===== config.mk =====
export PLATFORM = sky130hd
export DESIGN_NAME = gbps_ctrl
export DESIGN_NICKNAME = d
export VERILOG_FILES = /design/src/rtl/core/gbps_pkg.sv /design/src/rtl/core/gbps_ctrl.sv
export VERILOG_INCLUDE_DIRS = /design/src /design/src/rtl/core
export SDC_FILE = /design/constraint.sdc
export NUM_CORES = 1
export LEC_CHECK = 0
export ABC_CLOCK_PERIOD_IN_PS = 1300
export BUFFER_PORTS_ARGS = -buffer_cell sky130_fd_sc_hd__buf_2
export CORE_AREA = 5 5 42 44
export CTS_BUF_LIST = sky130_fd_sc_hd__clkbuf_4
export CTS_CLUSTER_SIZE = 40
export DETAILED_ROUTE_END_ITERATION = 12
export DIE_AREA = 0 0 47 49
export GPL_ROUTABILITY_DRIVEN = 0
export GPL_TIMING_DRIVEN = 0
export SETUP_SLACK_MARGIN = 0.3
export SYNTH_ARGS = -nofsm -noshare
export SYNTH_HDL_FRONTEND = slang
export SYNTH_SLANG_ARGS = --single-unit

===== constraint.sdc =====
create_clock -name clock -period 1.3 [get_ports clock]
set_input_delay 0.325 -clock clock [delete_from_list [all_inputs] [get_ports clock]]
set_output_delay 0.325 -clock clock [all_outputs]
set_load 0.1 [all_outputs]

===== src/rtl/core/gain_bucket_priority_store_macros.svh =====
// Assertion macros shared by the gain bucket priority store RTL.
// Included by files that carry concurrent assertions; needs nothing else.
`ifndef GAIN_BUCKET_PRIORITY_STORE_MACROS_SVH
`define GAIN_BUCKET_PRIORITY_STORE_MACROS_SVH

// Antecedent in one cycle implies consequent in the next cycle.
`define GBPS_ASSERT_NEXT(lbl, clk, rst, ante, cons, msg) \
   lbl: assert property (@(posedge clk) disable iff (rst) (ante) |=> (cons)) else $error(msg);

// Antecedent implies consequent in the same cycle.
`define GBPS_ASSERT_NOW(lbl, clk, rst, ante, cons, msg) \
   lbl: assert property (@(posedge clk) disable iff (rst) (ante) |-> (cons)) else $error(msg);

`endif


===== src/rtl/core/gbps_pkg.sv =====
// Shared types and constants of the gain bucket priority store.
// No dependencies; imported by the controller, datapath and top level.
`default_nettype none
package gbps_pkg;
   localparam int OP_W      = 2;
   localparam int KEY_W     = 11;
   localparam int VTX_W     = 10;
   localparam int STATUS_W  = 3;
   localparam int COUNT_W   = 12;
   localparam int WORD_BITS = 32;
   localparam int WORD_SHIFT = 5;

   typedef enum logic [1:0] {
      OP_INSERT, OP_MOVE, OP_DELETE_MAX, OP_CLEAR
   } gbps_op_type;

   typedef enum logic [2:0] {
      STATUS_OK, STATUS_EMPTY, STATUS_SAME_KEY, STATUS_ABSENT, STATUS_PRESENT
   } gbps_status_type;

   typedef enum logic [4:0] {
      ST_IDLE, ST_RDV, ST_DEC, ST_CLR, ST_T0, ST_T1, ST_T2, ST_T3,
      ST_D1, ST_D2, ST_A1, ST_A2, ST_A3, ST_F0, ST_F1, ST_F2, ST_OUT
   } gbps_state_type;

   typedef struct packed {
      gbps_state_type step;
      logic           accept;
      logic           load;
   } gbps_cmd_type;

   typedef struct packed {
      gbps_op_type op;
      logic        v_ok;
      logic        present;
      logic        same_key;
      logic        any;
   } gbps_stat_type;
endpackage
`default_nettype wire


===== src/rtl/core/gbps_ctrl.sv =====
// Sequencer of the gain bucket priority store: steps through each operation.
// Depends on gbps_pkg and the assertion macro header.
`default_nettype none
`include "gain_bucket_priority_store_macros.svh"
module gbps_ctrl (
   input  wire logic                   clock,
   input  wire logic                   reset,
   input  wire logic                   req_tvalid,
   output logic                        req_tready,
   output logic                        rsp_tvalid,
   input  wire logic                   rsp_tready,
   input  wire gbps_pkg::gbps_stat_type stat,
   output gbps_pkg::gbps_cmd_type      cmd
);
   import gbps_pkg::*;

   gbps_state_type state_ff, state_in;
   logic rsp_valid_ff, rsp_valid_in;
   logic out_free;

   assign out_free = !rsp_valid_ff || rsp_tready;

   always_comb begin
      state_in = state_ff;
      unique case (state_ff)
         ST_IDLE: if (req_tvalid) state_in = ST_RDV;
         ST_RDV:  state_in = ST_DEC;
         ST_DEC: begin
            unique case (stat.op)
               OP_INSERT: state_in = (stat.v_ok && !stat.present) ? ST_A1 : ST_F0;
               OP_MOVE: state_in = (stat.v_ok && stat.present && !stat.same_key) ?
                                   ST_D1 : ST_F0;
               OP_DELETE_MAX: state_in = ST_T0;
               default: state_in = ST_CLR;
            endcase
         end
         ST_CLR: state_in = ST_F0;
         ST_T0:  state_in = stat.any ? ST_T1 : ST_F0;
         ST_T1:  state_in = ST_T2;
         ST_T2:  state_in = ST_T3;
         ST_T3:  state_in = ST_D1;
         ST_D1:  state_in = ST_D2;
         ST_D2:  state_in = (stat.op == OP_MOVE) ? ST_A1 : ST_F0;
         ST_A1:  state_in = ST_A2;
         ST_A2:  state_in = ST_A3;
         ST_A3:  state_in = ST_F0;
         ST_F0:  state_in = stat.any ? ST_F1 : ST_OUT;
         ST_F1:  state_in = ST_F2;
         ST_F2:  state_in = ST_OUT;
         ST_OUT: if (out_free) state_in = ST_IDLE;
         default: state_in = ST_IDLE;
      endcase
   end

   always_comb begin
      req_tready = (state_ff == ST_IDLE);
      cmd.step   = state_ff;
      cmd.accept = (state_ff == ST_IDLE) && req_tvalid;
      cmd.load   = (state_ff == ST_OUT) && out_free;
      rsp_valid_in = rsp_valid_ff;
      if (cmd.load) begin
         rsp_valid_in = 1'b1;
      end else if (rsp_tready) begin
         rsp_valid_in = 1'b0;
      end
   end

   assign rsp_tvalid = rsp_valid_ff;

   always_ff @(posedge clock) begin
      if (reset) begin
         state_ff     <= ST_IDLE;
         rsp_valid_ff <= 1'b0;
      end else begin
         state_ff     <= state_in;
         rsp_valid_ff <= rsp_valid_in;
      end
   end

   `GBPS_ASSERT_NEXT(a_accept_starts, clock, reset, cmd.accept, state_ff == ST_RDV, "accept did not start a transaction")
   `GBPS_ASSERT_NEXT(a_load_shows, clock, reset, cmd.load, rsp_valid_ff && state_ff == ST_IDLE, "result load did not raise valid")
   `GBPS_ASSERT_NEXT(a_empty_search, clock, reset, state_ff == ST_T0 && !stat.any, state_ff == ST_F0, "delete on empty store did not skip")
   `GBPS_ASSERT_NOW(a_busy_no_ready, clock, reset, state_ff != ST_IDLE, !req_tready, "ready while busy")
endmodule
`default_nettype wire


# Yosys cells after proc, flatten, opt, wreduce, memory -nomap -nowiden

Index checks and enable logic that the tools add are counted.

Reductions and logical operators: 14
Shift operators: 0
Bitwise gates (word level): 0
Add/sub/neg operators: 0
Multipliers: 0
Magnitude comparators: 0
Equality and inequality tests: 20
Divide/modulo/power cells: 0
Muxes and demuxes: 11

Operators by type and width:

| cell                                          | number |
|---|---|
| one-hot mux 5 bit (16 select lines)           | 1 |
| == test 5 x 4 -> 1 bit, second input constant | 8 |
| == test 5 x 3 -> 1 bit, second input constant | 4 |
| 2-to-1 mux 5 bit                              | 3 |
| one-hot mux 4 bit (3 select lines)            | 1 |
| == test 5 x 2 -> 1 bit, second input constant | 2 |
| 2-to-1 mux 3 bit                              | 3 |
| == test 5 x 1 -> 1 bit, second input constant | 1 |
| == test 5 bit, second input constant          | 1 |
| logical AND 1 bit                             | 5 |
| logical NOT 5 bit                             | 1 |
| 2-to-1 mux 4 bit                              | 1 |
| != test 2 bit, second input constant          | 2 |
| logical NOT 1 bit                             | 3 |
| == test 2 x 1 -> 1 bit, second input constant | 1 |
| == test 2 bit, second input constant          | 1 |
| logical NOT 2 bit                             | 1 |
| 2-to-1 mux 1 bit                              | 2 |
| AND reduction 2 bit                           | 1 |
| nonzero test 2 bit                            | 1 |
| OR reduction 2 bit                            | 1 |
| logical OR 1 bit                              | 1 |

Memory bits (writable): 0
Latch bits: 0
ROM bits: 0
Logic and storage cells: 47
Bits in registers: 6
Memories: 0
Output and inout bits: 9

# Depth between registers and ports, before layout

Word-level depth: 5
Mapped depth: 5
Depth with buffers taken out: 4

# Least setup slack after synthesis

OpenSTA, ideal clock, no wires.

Path type: reg2out
From: register state_ff[1]
To: output cmd[1] in the netlist's numbering
Stages on the path, launching flop included: 4
Path slack: -2.542 ns
Required time: 0.975 ns
Data arrival time: 3.517 ns
Cell sequence: dfxtp_1 nor4_2 nor2b_1 and2_1

RTL lines:

| element                | line            | source |
|---|---|---|
| start, declared        | gbps_ctrl.sv:17 | `gbps_state_type state_ff, state_in;` |
| start signal, assigned | gbps_ctrl.sv:75 | `state_ff <= state_in;` |
| end, declared          | gbps_ctrl.sv:13 | `output gbps_pkg::gbps_cmd_type cmd` |

==> impl_metrics.yaml <==
clocking:
  cts_buffers: 3
  path_clk_slew_ns: 0.05
  cts.sinks: 6
  root_buffer: "clkbuf_4"
  htreeDepth: 1
  max-clock-path-buffers: 2
  cts_tree: "built"
  clkLatencyLatePin_ns: 0.25
yosys:
  avgSynthCellArea_um2: 7.80
  synth_cells: 59
  yosysWarnings: 0
  ys_types: 32
  synthesis.nets: 69
  yosysSeqAreaShare_pct: 26.1
  synth_area_leaders: "dfxtp_1 (26%), a21oi_1 (6.5%), o211ai_1 (4.9%)"
  synth_top_cell_area_share_pct: 26.1
  ys_ff_latch: 6
  netlist_area_um2: 460
  synth.largest_area_cell: "dfxtp_1"
critical_path:
  crit_fanout: 3
  worst_ep_required_time_ns: 0.98
  ff2ff_path_depth: 6
  endpoint: "cmd[1]"
  r2r_start: "state_ff[3]"
  cp-start-kind: "register"
  crit_path_start: "state_ff[3]"
  critPathArrivalTime_ns: 1.46
  critPathCaptureType: "output port"
  crit_type: "reg -> out"
  reg2reg_slack_ns: -0.10
  r2r_end: "state_ff[2]"
pwr:
  clkPwrFrac_pct: 9.2
  p_int_mw: 1.13
  leakagePower_nw: 0.367
  p_sw_share_pct: 52.7
  comb_power_share_pct: 76.2
  irDropWorstVdd_mv: 1.52
  power_frac_seq_pct: 14.5
  p_sw_mw: 1.26
  p_per_area_nw_per_um2: 2620
floorplanning:
  io_pins: 19
  fp.dieArea_um2: 2300
  start_util_pct: 32.9
  die_w_um: 47
  std_cell_rows: 14
  coreArea_um2: 1400
  die_h_um: 49
detailed_routing:
  drt_iter0_markers: 10
  wire_per_inst_um: 13.2
  dr_total_vias: 566
  ant_nets: 0
  vias_per_cell: 5.44
  drt_pre_antenna_iters: 4
  drc: 0
  routed_wl_mm: 1.37
grt:
  overflow: 0
  gr-usage-all-layers_pct: 14.0
  grt_pass1_vias: 557
  antenna_found_initial: 0
  grt_max_degree: 11
  grt_pass1_wl_mm: 2.33
cells_and_area:
  post-route-util_pct: 65.0
  diodes: 0
  layout.nets: 99
  syn_to_final_growth_pct: 97.8
  fin_area_um2: 911
  drive_above_1_share_pct: 60.2
  finalNonFillerCells: 104
  final_cell_mix: "buf_12 (9), buf_2 (9)"
  fillCellCount: 130
placed_design:
  dp.cells: 93
  dp_hpwl_um: 950
  port_buffers: 18
  postPlaceCellArea_um2: 633
run:
  drv_cap: 0
run_status:
  violations: "negative setup slack"
  status: "finished, violations left"
sta:
  hold_slack_ns: 0.312
  tns_ns: -1.66
  max_freq_mhz: 559
  hold_viol: 0
  setup_viol: 6
  worst_pin_slew_ns: 0.290
  min_period_over_period_pct: 138
  clock-skew-final_ns: 0.00488
  slew_violations: 0
  slew_headroom_pct: 80.6
  rsz0062_at_grt: "yes"
  fin_ws_ns: -0.489
  fin_crit_ns: 1.79
min_path:
  worstHoldPathType: "in -> reg"
[synth_stat cells, drive strengths merged]
cell type and n:
buf 3, and2 1, nor2 3, clkbuf 1
nand2b 3, nand3b 1, xnor2 1, nand2 5
nand4 1, dfxtp 6, nor2b 2, o21ai 2
o2111ai 1, o32ai 1, a211o 1, inv 5
a31oi 2, o211ai 3, and3 1, or3 1
and3b 1, nor4 1, nor3 2, a21o 1
or4b 1, a21oi 6, o311ai 1, a311oi 2
[kinds of logic after synthesis]
| kind of cell | share of synthesized area [%] |
|---|---|
| AO/OA/AOI/OAI | 30.7 |
| XOR/XNOR | 1.90 |
| buffers and inverters | 10.1 |
| flip-flops | 26.1 |
| AND/OR/NAND/NOR | 31.3 |
[critical path: stages (launching register included)]
cell	delay [ns]
dfxtp_4	0.35
nor4_4	0.34
nor2b_4	0.21
and2_4	0.15
buf_12	0.16
[state kept, by name, summed over array words and instances, names as in the netlist]
signal      flops
rsp_tvalid      1
state_ff        5
[power by group through the flow]
stage                     logic, mW  clock network, mW  registers, mW
after floorplan               0.820                  0          0.651
after global placement         1.32                  0          0.330
after detailed placement       1.33                  0          0.331
after CTS                      1.77              0.222          0.347
after global routing           1.90              0.233          0.359
final                          1.82              0.220          0.347
[final cells by class]
class	count	area, um2	share of cell area, %
well taps	16	20.0	2.20
clock buffers	4	30.0	3.30
inverters	5	18.8	2.06
plain buffers	4	60.1	6.59
repair buffers	25	284	31.2
multi-input cells	44	358	39.3
flip-flops and latches	6	140	15.4
[worst min path at each step]
stage                startpoint          end  slack, ns  cells after the start
floorplan                 reset  state_ff[1]       0.39                      1
global placement    state_ff[4]  state_ff[1]       0.48                      1
detailed placement  state_ff[4]  state_ff[1]       0.48                      1
CTS                       reset   rsp_tvalid       0.31                      2
global route              reset   rsp_tvalid       0.31                      2
finish                    reset  state_ff[1]       0.31                      2
[through the flow]
stage	power [mW]	setup slack, ns
4_1_cts	2.34	-0.491
2_1_floorplan	1.47	-0.856
6_report	2.39	-0.489
3_3_place_gp	1.65	-0.486
3_5_place_dp	1.66	-0.492
5_1_grt	2.50	-0.526
[routing by layer]
layer / up-vias / track usage (%) / share of wire, %
met5: - / 0 / 0
met4: 0 / 11.1 / 3.3
li1: 277 / - / -
met2: 20 / 22.6 / 50
met1: 265 / 15.5 / 40
met3: 4 / 1.48 / 5.8
[repair_timing]
item / CTS / global route
pin swaps: 9 / 7
cloned: 1 / 0
buffers inserted: 5 / 1
gates resized for setup: 44 / 4
endpoints found under the setup margin: 15 / 15
hold buffers: 0 / 0
No activity file was read; power rests on OpenSTA's default activity.
